### config.mk
export PLATFORM = sky130hd
export DESIGN_NAME = postfix_stack_evaluator
export DESIGN_NICKNAME = d
export VERILOG_FILES = /design/src/hw/rtl/pse_pkg.sv /design/src/hw/rtl/pse_div.sv /design/src/hw/rtl/pse_dpath.sv /design/src/hw/rtl/pse_ctrl.sv /design/src/hw/rtl/postfix_stack_evaluator.sv
export SDC_FILE = /design/constraint.sdc
export NUM_CORES = 2
export LEC_CHECK = 0
export BUFFER_PORTS_ARGS = -buffer_cell sky130_fd_sc_hd__buf_2
export CAP_MARGIN = 20
export CORE_ASPECT_RATIO = 1.75
export CORE_MARGIN = 2
export CORE_UTILIZATION = 65
export CTS_CLUSTER_SIZE = 30
export DETAILED_ROUTE_END_ITERATION = 10
export PLACE_DENSITY = 0.82
export SYNTH_ARGS = -nofsm -noshare
export SYNTH_HDL_FRONTEND = slang
export SYNTH_SLANG_ARGS = --single-unit
### constraint.sdc
create_clock -name clk -period 27.5 [get_ports clk]
set_input_delay 5.5 -clock clk [delete_from_list [all_inputs] [get_ports clk]]
set_output_delay 5.5 -clock clk [all_outputs]
set_load 0.01 [all_outputs]
### src/hw/rtl/pse_pkg.sv
// ----------------------------------------------------------------------------
// pse_pkg
// Shared types, codes and arithmetic helpers for the postfix stack evaluator.
// ----------------------------------------------------------------------------
package pse_pkg;

	localparam int STACK_DEPTH_DEF = 32;
	localparam int VAL_W           = 32;
	localparam int NUM_W           = 31;
	localparam int FRAC_W          = 16;
	localparam int MAG_W           = VAL_W + FRAC_W;   // wide magnitude before saturation
	localparam int DIV_STEPS       = MAG_W;            // one quotient bit per step
	localparam int DIV_CNT_W       = $clog2(DIV_STEPS + 1);

	typedef enum logic [1:0] {
		KIND_PUSH = 2'd0,
		KIND_OP   = 2'd1,
		KIND_END  = 2'd2
	} pse_kind_t;

	typedef enum logic [1:0] {
		OP_ADD = 2'd0,
		OP_SUB = 2'd1,
		OP_MUL = 2'd2,
		OP_DIV = 2'd3
	} pse_op_t;

	typedef enum logic [1:0] {
		ST_OK    = 2'd0,
		ST_UNF   = 2'd1,
		ST_OVF   = 2'd2,
		ST_DIVZ  = 2'd3
	} pse_status_t;

	typedef enum logic [1:0] {
		SEL_TOP = 2'd0,
		SEL_NUM = 2'd1,
		SEL_RES = 2'd2
	} pse_sel_t;

	typedef enum logic [2:0] {
		S_IDLE   = 3'd0,
		S_DECODE = 3'd1,
		S_EXEC   = 3'd2,
		S_MUL    = 3'd3,
		S_DIV    = 3'd4,
		S_FIN    = 3'd5
	} pse_state_t;

	// commands from controller to datapath
	typedef struct packed {
		logic        latch;      // capture the incoming number
		logic        push;       // push the captured number
		logic        clear;      // end of expression: empty the stack
		logic        rd;         // read the entry under the top
		logic        addsub_ld;  // add or subtract into result register
		logic        sub;        // subtract instead of add
		logic        mul_ld;     // register the magnitude product
		logic        mul_fin;    // saturate the product into result register
		logic        div_start;  // launch the iterative divide
		logic        div_ld;     // saturate the quotient into result register
		logic        pop_wb;     // drop one entry, result becomes top
		logic        out_ld;     // load the output register
		pse_sel_t    out_sel;
		pse_status_t out_status;
		logic        out_final;
	} pse_cmd_t;

	// status from datapath to controller
	typedef struct packed {
		logic empty;
		logic lt2;
		logic full;
		logic top_zero;
		logic out_free;
		logic div_done;
	} pse_sts_t;

	// magnitude of a signed Q16.16 value
	function automatic logic [VAL_W-1:0] mag32(input logic signed [VAL_W-1:0] x);
		mag32 = x[VAL_W-1] ? (~x + 1'b1) : x;
	endfunction

	// apply sign to a wide magnitude and clamp to the Q16.16 range
	function automatic logic signed [VAL_W-1:0] sat_signmag(input logic neg,
			input logic [MAG_W-1:0] mag);
		logic [MAG_W-1:0] lim;
		lim = MAG_W'(1) << (VAL_W - 1);
		if (neg) begin
			if (mag >= lim)
				sat_signmag = {1'b1, {(VAL_W-1){1'b0}}};
			else
				sat_signmag = ~mag[VAL_W-1:0] + 1'b1;
		end else begin
			if (mag >= lim)
				sat_signmag = {1'b0, {(VAL_W-1){1'b1}}};
			else
				sat_signmag = mag[VAL_W-1:0];
		end
	endfunction

	// clamp a one-bit-grown sum to the Q16.16 range
	function automatic logic signed [VAL_W-1:0] sat_sum(input logic signed [VAL_W:0] s);
		if (s[VAL_W] != s[VAL_W-1])
			sat_sum = s[VAL_W] ? {1'b1, {(VAL_W-1){1'b0}}} : {1'b0, {(VAL_W-1){1'b1}}};
		else
			sat_sum = s[VAL_W-1:0];
	endfunction

endpackage

### src/hw/rtl/pse_div.sv
// ----------------------------------------------------------------------------
// pse_div
// Restoring divider, one quotient bit per cycle, for the Q16.16 divide.
// ----------------------------------------------------------------------------
module pse_div (
	input  logic                           clk,
	input  logic                           arst_n,
	input  logic                           start,
	input  logic [pse_pkg::MAG_W-1:0]      dividend,
	input  logic [pse_pkg::VAL_W-1:0]      divisor,
	output logic                           done,
	output logic [pse_pkg::MAG_W-1:0]      quotient
);
	import pse_pkg::*;

	logic                 busy_q;
	logic                 done_q;
	logic [DIV_CNT_W-1:0] cnt_q;
	logic [MAG_W-1:0]     dvd_q;
	logic [VAL_W:0]       rem_q;
	logic [VAL_W-1:0]     dsr_q;
	logic [VAL_W:0]       rem_sh;
	logic [VAL_W+1:0]     diff;
	logic                 qbit;

	// trial subtract of the shifted remainder
	always_comb begin
		rem_sh = {rem_q[VAL_W-1:0], dvd_q[MAG_W-1]};
		diff   = {1'b0, rem_sh} - {2'b00, dsr_q};
		qbit   = ~diff[VAL_W+1];
	end

	// sequence control
	always_ff @(posedge clk or negedge arst_n) begin
		if (!arst_n) begin
			busy_q <= 1'b0;
			done_q <= 1'b0;
			cnt_q  <= '0;
		end else if (start) begin
			busy_q <= 1'b1;
			done_q <= 1'b0;
			cnt_q  <= DIV_CNT_W'(DIV_STEPS);
		end else if (busy_q) begin
			cnt_q <= cnt_q - 1'b1;
			if (cnt_q == DIV_CNT_W'(1)) begin
				busy_q <= 1'b0;
				done_q <= 1'b1;
			end
		end
	end

	// shift quotient bits into the dividend register
	always_ff @(posedge clk) begin
		if (start) begin
			dvd_q <= dividend;
			dsr_q <= divisor;
			rem_q <= '0;
		end else if (busy_q) begin
			dvd_q <= {dvd_q[MAG_W-2:0], qbit};
			rem_q <= qbit ? diff[VAL_W:0] : rem_sh;
		end
	end

	assign done     = done_q;
	assign quotient = dvd_q;

endmodule

### src/hw/rtl/pse_dpath.sv
// ----------------------------------------------------------------------------
// pse_dpath
// Operand stack, top register, arithmetic units and output register.
// ----------------------------------------------------------------------------
module pse_dpath #(
	parameter int STACK_DEPTH = pse_pkg::STACK_DEPTH_DEF
) (
	input  logic                              clk,
	input  logic                              arst_n,
	input  pse_pkg::pse_cmd_t                 cmd,
	output pse_pkg::pse_sts_t                 sts,
	input  logic [pse_pkg::NUM_W-1:0]         number_value,
	output logic                              out_valid,
	input  logic                              out_stall,
	output logic signed [pse_pkg::VAL_W-1:0]  top_value,
	output logic [1:0]                        status,
	output logic                              is_final
);
	import pse_pkg::*;

	localparam int AW = $clog2(STACK_DEPTH);
	localparam int DW = $clog2(STACK_DEPTH + 1);

	// entries below the top live in memory, the top in a register
	logic [VAL_W-1:0]        mem [STACK_DEPTH];
	logic [DW-1:0]           depth_q;
	logic signed [VAL_W-1:0] top_q;
	logic signed [VAL_W-1:0] second_q;
	logic [NUM_W-1:0]        num_q;
	logic signed [VAL_W-1:0] res_q;
	logic [2*VAL_W-1:0]      prod_q;
	logic                    out_valid_q;
	logic signed [VAL_W-1:0] out_top_q;
	logic [1:0]              out_status_q;
	logic                    out_final_q;

	logic [AW-1:0]           wr_addr;
	logic [AW-1:0]           rd_addr;
	logic                    empty;
	logic                    neg;
	logic signed [VAL_W:0]   sum;
	logic [MAG_W-1:0]        quot;
	logic                    div_done;
	logic signed [VAL_W-1:0] cur_top;
	logic signed [VAL_W-1:0] out_mux;

	assign empty   = (depth_q == '0);
	assign wr_addr = AW'(depth_q - DW'(1));
	assign rd_addr = AW'(depth_q - DW'(2));
	assign neg     = second_q[VAL_W-1] ^ top_q[VAL_W-1];
	assign cur_top = empty ? '0 : top_q;

	always_comb begin
		if (cmd.sub)
			sum = {second_q[VAL_W-1], second_q} - {top_q[VAL_W-1], top_q};
		else
			sum = {second_q[VAL_W-1], second_q} + {top_q[VAL_W-1], top_q};
	end

	pse_div u_div (
		.clk      (clk),
		.arst_n   (arst_n),
		.start    (cmd.div_start),
		.dividend ({mag32(second_q), {FRAC_W{1'b0}}}),
		.divisor  (mag32(top_q)),
		.done     (div_done),
		.quotient (quot)
	);

	// stack memory: spill the old top on push, fetch the left operand
	always_ff @(posedge clk) begin
		if (cmd.push && !empty)
			mem[wr_addr] <= top_q;
		if (cmd.rd)
			second_q <= mem[rd_addr];
	end

	// stack depth
	always_ff @(posedge clk or negedge arst_n) begin
		if (!arst_n)
			depth_q <= '0;
		else if (cmd.clear)
			depth_q <= '0;
		else if (cmd.push)
			depth_q <= depth_q + DW'(1);
		else if (cmd.pop_wb)
			depth_q <= depth_q - DW'(1);
	end

	// top, captured number and arithmetic registers
	always_ff @(posedge clk) begin
		if (cmd.latch)
			num_q <= number_value;
		if (cmd.push)
			top_q <= VAL_W'(num_q);
		else if (cmd.pop_wb)
			top_q <= res_q;
		if (cmd.mul_ld)
			prod_q <= (2*VAL_W)'(mag32(second_q)) * (2*VAL_W)'(mag32(top_q));
		if (cmd.addsub_ld)
			res_q <= sat_sum(sum);
		else if (cmd.mul_fin)
			res_q <= sat_signmag(neg, prod_q[2*VAL_W-1:FRAC_W]);
		else if (cmd.div_ld)
			res_q <= sat_signmag(neg, quot);
	end

	always_comb begin
		case (cmd.out_sel)
			SEL_NUM: out_mux = VAL_W'(num_q);
			SEL_RES: out_mux = res_q;
			default: out_mux = cur_top;
		endcase
	end

	// output register: hold the beat until taken
	always_ff @(posedge clk or negedge arst_n) begin
		if (!arst_n)
			out_valid_q <= 1'b0;
		else if (cmd.out_ld)
			out_valid_q <= 1'b1;
		else if (!out_stall)
			out_valid_q <= 1'b0;
	end

	always_ff @(posedge clk) begin
		if (cmd.out_ld) begin
			out_top_q    <= out_mux;
			out_status_q <= cmd.out_status;
			out_final_q  <= cmd.out_final;
		end
	end

	assign sts.empty    = empty;
	assign sts.lt2      = (depth_q < DW'(2));
	assign sts.full     = (depth_q == DW'(STACK_DEPTH));
	assign sts.top_zero = (top_q == '0);
	assign sts.out_free = !out_valid_q || !out_stall;
	assign sts.div_done = div_done;

	assign out_valid = out_valid_q;
	assign top_value = out_top_q;
	assign status    = out_status_q;
	assign is_final  = out_final_q;

endmodule

### src/hw/rtl/pse_ctrl.sv
// ----------------------------------------------------------------------------
// pse_ctrl
// Token sequencer: decodes each token and steps the datapath through it.
// ----------------------------------------------------------------------------
module pse_ctrl (
	input  logic               clk,
	input  logic               arst_n,
	input  logic               in_valid,
	output logic               in_stall,
	input  logic [1:0]         req_type,
	input  logic [1:0]         operator_code,
	input  pse_pkg::pse_sts_t  sts,
	output pse_pkg::pse_cmd_t  cmd
);
	import pse_pkg::*;

	pse_state_t state_q;
	pse_state_t state_d;
	pse_kind_t  kind_q;
	pse_op_t    op_q;
	logic       accept;

	assign in_stall = (state_q != S_IDLE);
	assign accept   = in_valid && !in_stall;

	// state register
	always_ff @(posedge clk or negedge arst_n) begin
		if (!arst_n)
			state_q <= S_IDLE;
		else
			state_q <= state_d;
	end

	// capture token kind and operator
	always_ff @(posedge clk) begin
		if (accept) begin
			kind_q <= pse_kind_t'(req_type);
			op_q   <= pse_op_t'(operator_code);
		end
	end

	// next state and commands
	always_comb begin
		state_d        = state_q;
		cmd            = '0;
		cmd.out_sel    = SEL_TOP;
		cmd.out_status = ST_OK;
		cmd.sub        = (op_q == OP_SUB);
		case (state_q)
			S_IDLE: begin
				cmd.latch = accept;
				if (accept)
					state_d = S_DECODE;
			end
			S_DECODE: begin
				if (sts.out_free) begin
					case (kind_q)
						KIND_PUSH: begin
							cmd.out_ld = 1'b1;
							if (sts.full) begin
								cmd.out_status = ST_OVF;
							end else begin
								cmd.push    = 1'b1;
								cmd.out_sel = SEL_NUM;
							end
							state_d = S_IDLE;
						end
						KIND_OP: begin
							if (sts.lt2) begin
								cmd.out_ld     = 1'b1;
								cmd.out_status = ST_UNF;
								state_d        = S_IDLE;
							end else if (op_q == OP_DIV && sts.top_zero) begin
								cmd.out_ld     = 1'b1;
								cmd.out_status = ST_DIVZ;
								state_d        = S_IDLE;
							end else begin
								cmd.rd  = 1'b1;
								state_d = S_EXEC;
							end
						end
						KIND_END: begin
							cmd.out_ld     = 1'b1;
							cmd.out_final  = 1'b1;
							cmd.clear      = 1'b1;
							cmd.out_status = sts.empty ? ST_UNF : ST_OK;
							state_d        = S_IDLE;
						end
						default: begin
							cmd.out_ld = 1'b1;
							state_d    = S_IDLE;
						end
					endcase
				end
			end
			S_EXEC: begin
				case (op_q)
					OP_MUL: begin
						cmd.mul_ld = 1'b1;
						state_d    = S_MUL;
					end
					OP_DIV: begin
						cmd.div_start = 1'b1;
						state_d       = S_DIV;
					end
					default: begin
						cmd.addsub_ld = 1'b1;
						state_d       = S_FIN;
					end
				endcase
			end
			S_MUL: begin
				cmd.mul_fin = 1'b1;
				state_d     = S_FIN;
			end
			S_DIV: begin
				if (sts.div_done) begin
					cmd.div_ld = 1'b1;
					state_d    = S_FIN;
				end
			end
			S_FIN: begin
				// write back the result once the output register can take it
				if (sts.out_free) begin
					cmd.pop_wb  = 1'b1;
					cmd.out_ld  = 1'b1;
					cmd.out_sel = SEL_RES;
					state_d     = S_IDLE;
				end
			end
			default: state_d = S_IDLE;
		endcase
	end

endmodule

### src/hw/rtl/postfix_stack_evaluator.sv
// ----------------------------------------------------------------------------
// postfix_stack_evaluator
// Push, end and unused tokens and operator errors answer from decode; add and
// subtract step through execute and finish, multiply and the 48-step divide
// also through their own state. One token at a time: the next token is taken
// the cycle after the result is loaded. Reset empties the stack at once;
// stack memory contents are not cleared.
// ----------------------------------------------------------------------------
module postfix_stack_evaluator #(
	parameter int STACK_DEPTH = pse_pkg::STACK_DEPTH_DEF
) (
	input  logic                              clk,
	input  logic                              arst_n,
	input  logic                              in_valid,
	output logic                              in_stall,
	input  logic [1:0]                        req_type,
	input  logic [pse_pkg::NUM_W-1:0]         number_value,
	input  logic [1:0]                        operator_code,
	output logic                              out_valid,
	input  logic                              out_stall,
	output logic signed [pse_pkg::VAL_W-1:0]  top_value,
	output logic [1:0]                        status,
	output logic                              is_final
);
	import pse_pkg::*;

	pse_cmd_t cmd;
	pse_sts_t sts;

	pse_ctrl u_ctrl (
		.clk           (clk),
		.arst_n        (arst_n),
		.in_valid      (in_valid),
		.in_stall      (in_stall),
		.req_type      (req_type),
		.operator_code (operator_code),
		.sts           (sts),
		.cmd           (cmd)
	);

	pse_dpath #(
		.STACK_DEPTH (STACK_DEPTH)
	) u_dpath (
		.clk          (clk),
		.arst_n       (arst_n),
		.cmd          (cmd),
		.sts          (sts),
		.number_value (number_value),
		.out_valid    (out_valid),
		.out_stall    (out_stall),
		.top_value    (top_value),
		.status       (status),
		.is_final     (is_final)
	);

	// a beat taken in means the sequencer is busy on the next cycle
	a_busy_after_accept: assert property (@(posedge clk) disable iff (!arst_n)
		(in_valid && !in_stall) |=> in_stall)
		else $error("input not stalled after an accepted beat");

	// an end on an empty stack reports zero
	a_final_unf_zero: assert property (@(posedge clk) disable iff (!arst_n)
		(out_valid && is_final && status == ST_UNF) |-> (top_value == '0))
		else $error("empty end token reported a nonzero value");

	// a zero divisor stays on top, so the reported top is zero
	a_divz_zero: assert property (@(posedge clk) disable iff (!arst_n)
		(out_valid && status == ST_DIVZ) |-> (top_value == '0 && !is_final))
		else $error("divide by zero reported a nonzero top");

	// end tokens never report overflow or divide by zero
	a_final_status: assert property (@(posedge clk) disable iff (!arst_n)
		(out_valid && is_final) |-> (status == ST_OK || status == ST_UNF))
		else $error("bad status on an end token");

endmodule

==> results by group <==
Clocking
  • H-tree Lvls: 3
  • Reg clk slew, reported paths: 0.07 ns
  • Post_cts resized: 0
  • Clk_lat worst skew: 0.80 ns
  • Num CTS Buffers: 114
  • Root Buffer: clkbuf_16
  • Clk sink count: 1368
  • CTS tree: built
  • Post-CTS Hold Buffers: 0
  • Clk buf depth: 3
  • Post-CTS Setup Inserts: 0

Die
  • Die area: 143000 sq um
  • Die W: 287 um
  • Row Count: 181
  • Top Ports: 76
  • Core Box Area: 139000 sq um
  • Starting density of the core: 0.654
  • Die Y: 498 um

STA
  • Period Utilization, post-route: 0.451
  • Tmin final: 12.41 ns
  • Fin. Hold Viols: 0
  • Slew of the pin with the lowest slew margin: 1.33 ns
  • RSZ-0062 raised after global routing: no
  • Setup TNS: 0 ns
  • Pins Over Slew Limit: 0
  • Max transition margin: 0.114
  • F_max: 0.0806 GHz
  • Final setup fails: 0
  • Setup Skew: 0.0741 ns

Global route
  • Global route overflow: 0
  • Largest net degree at the start of global routing: 146
  • Antenna violations before repair: 20
  • Vias in the first global route: 66800
  • Total track usage: 0.457
  • First-pass GRT wire length: 458 mm

Placed design
  • DP Wirelength: 211 mm
  • IO Port Bufs: 75
  • GPL Wtd Cong: 1.05
  • Area after DPL: 94500 sq um

Drt
  • TritonRoute pass-1 iters: 11
  • Detailed-route wire length: 318 mm
  • Avg WL per Cell: 34.4 um
  • Remaining DRCs: 8
  • Post-DRT Antenna Nets: 0
  • Via count: 63600
  • Vias per Instance: 6.90
  • Starting DRC count in detailed routing: 8094

Setup path
  • Type of destination of the critical path: flip-flop
  • Crit path largest cell delay: 0.68 ns
  • CP max-delay cell: inv_1
  • Worst path most repeated cell: fa_1
  • CP Launch Type: flip-flop
  • Critical path type: reg -> reg
  • Critical path arrival: 12.90 ns
  • CP Max Fanout: 58
  • WP data required: 27.98 ns

Logic synthesis
  • Syn nets: 8550
  • Largest area contributor in the netlist: edfxtp_1
  • Most frequent cell after synthesis: edfxtp_1
  • Post-synth cell types: 85
  • Flops & latches, synth: 1368
  • Synth Instances: 7273
  • Mean Syn Cell Area: 12.5 sq um
  • YS warnings: 0
  • Seq/Total Area, Yosys: 0.446
  • Async set-or-reset flop fraction in the synthesized netlist: 0.0132
  • Top cell type's share of synthesized area: 0.430
  • Post-synthesis cell area: 90800 sq um
  • Primary FF master, synth: edfxtp_1
  • Post-synth EDFFs: 1301
  • Post-synth top cells: 1301 x edfxtp_1, 967 x inv_1, 897 x fa_1
  • Main area contributors after synthesis: edfxtp_1 43%, fa_1 20%, mux4_2 7.9%, ha_1 4.7%, inv_1 4.0%

Finish
  • Share of cells above drive strength 1: 0.127
  • Final instance area: 98400 sq um
  • Total Nets Final: 8566
  • Area delta synth->final: 8.37%

Status
  • Violated checks: DRC
  • Status: finished with violations

Job
  • # Max-Cap Violations: 0

Hold path
  • Worst Hold Class: reg -> reg
==> metal layers <==
layer	share of wire	global-route usage
met1	0.28	0.476
met2	0.49	0.748
met3	0.11	0.121
met4	0.12	0.427
met5	0.00040	0
==> layout by cell type (no fill, tap or decap), types with 35 or more instances in the layout <==
cell type	Yosys	routed
edfxtp_1	1301	1301
inv_1	967	966
fa_1	897	897
nand2_1	795	795
nor2_1	731	693
ha_1	341	338
mux4_2	320	320
a21oi_1	213	213
buf_4	0	199
o21ai_0	177	177
clkbuf_16	0	116
xnor2_1	119	103
xor2_1	116	89
a21o_1	79	79
buf_2	1	75
nand3_1	73	73
nor3_1	50	48
dfxtp_1	49	48
or3_1	44	43
and2_1	43	43
mux2i_1	39	37
a22oi_1	35	35
==> cells by family after synthesis <==
family          count (synthesis)  synth area share
compound gates                765            0.0530
xor+xnor                      235            0.0227
fa+ha+maj                    1238             0.245
buf+inv                      1355            0.0561
flops                        1368             0.446
mux                           394            0.0880
simple gates                 1918            0.0895
==> state kept, by name (all words and copies together) (netlist names), 3 cells and up <==
register	cells
u_dpath.top_value	32
u_dpath.res_q	32
u_dpath.u_div.quotient	48
u_dpath.second_q	32
u_ctrl.state_q	3
u_dpath.mem	1024
u_dpath.top_q	32
u_dpath.u_div.cnt_q	6
u_dpath.u_div.dsr_q	32
u_dpath.u_div.rem_q	32
u_dpath.depth_q	6
u_dpath.prod_q	48
u_dpath.num_q	31
==> stage by stage <==
| stage | hold slack [ns] | utilization | instances | setup WS (ns) |
|---|---|---|---|---|
| 3_3_place_gp | 0.475 | 0.680 | 8999 | 15.71 |
| 2_1_floorplan | 0.443 | - | 7273 | 17.31 |
| 6_report | 0.501 | 0.709 | 9229 | 15.09 |
| 4_1_cts | 0.503 | 0.708 | 9215 | 15.37 |
| 5_1_grt | 0.522 | 0.709 | 9220 | 14.84 |
| 3_5_place_dp | 0.490 | 0.680 | 9000 | 15.47 |
==> final cells by class <==
type	count	area [sq um]
Inverter	975	3660
Clock buffer	136	2990
Timing Repair Buffer	280	1970
Fill cell	8930	40400
Tap cell	1830	2290
Clock inverter	79	857
Multi-Input combinational cell	4550	46100
Sequential cell	1368	40500
Antenna cell	11	27.5
==> final timing paths <==
kind | startpoint | to | slack (ns) | depth (start not counted)
max reg2reg | u_dpath.top_q[0] | u_dpath.prod_q[63] | 15.09 | 31
min reg2reg | u_dpath.u_div.rem_q[1] | u_dpath.u_div.rem_q[1] | 0.50 | 2
max | u_dpath.top_q[0] | u_dpath.prod_q[63] | 15.09 | 31
min | u_dpath.u_div.rem_q[1] | u_dpath.u_div.rem_q[1] | 0.50 | 2
max in group asynchronous | arst_n | u_dpath.depth_q[0] | 22.10 | 1
min in group asynchronous | arst_n | u_dpath.depth_q[3] | 4.79 | 1
==> critical path: cells and delay by family, from the launching register on <==
family / cells / cell delay, ns
flip-flops: 1 / 0.42
adder cells (fa/ha/maj): 10 / 4.86
AND/OR/NAND/NOR: 11 / 3.13
AO/OA/AOI/OAI: 4 / 1.57
XOR/XNOR: 1 / 0.08
buffers and inverters: 5 / 2.01
Power is not shown: default switching activity piles up to over one toggle a cycle in this logic, so the estimate is an artifact.
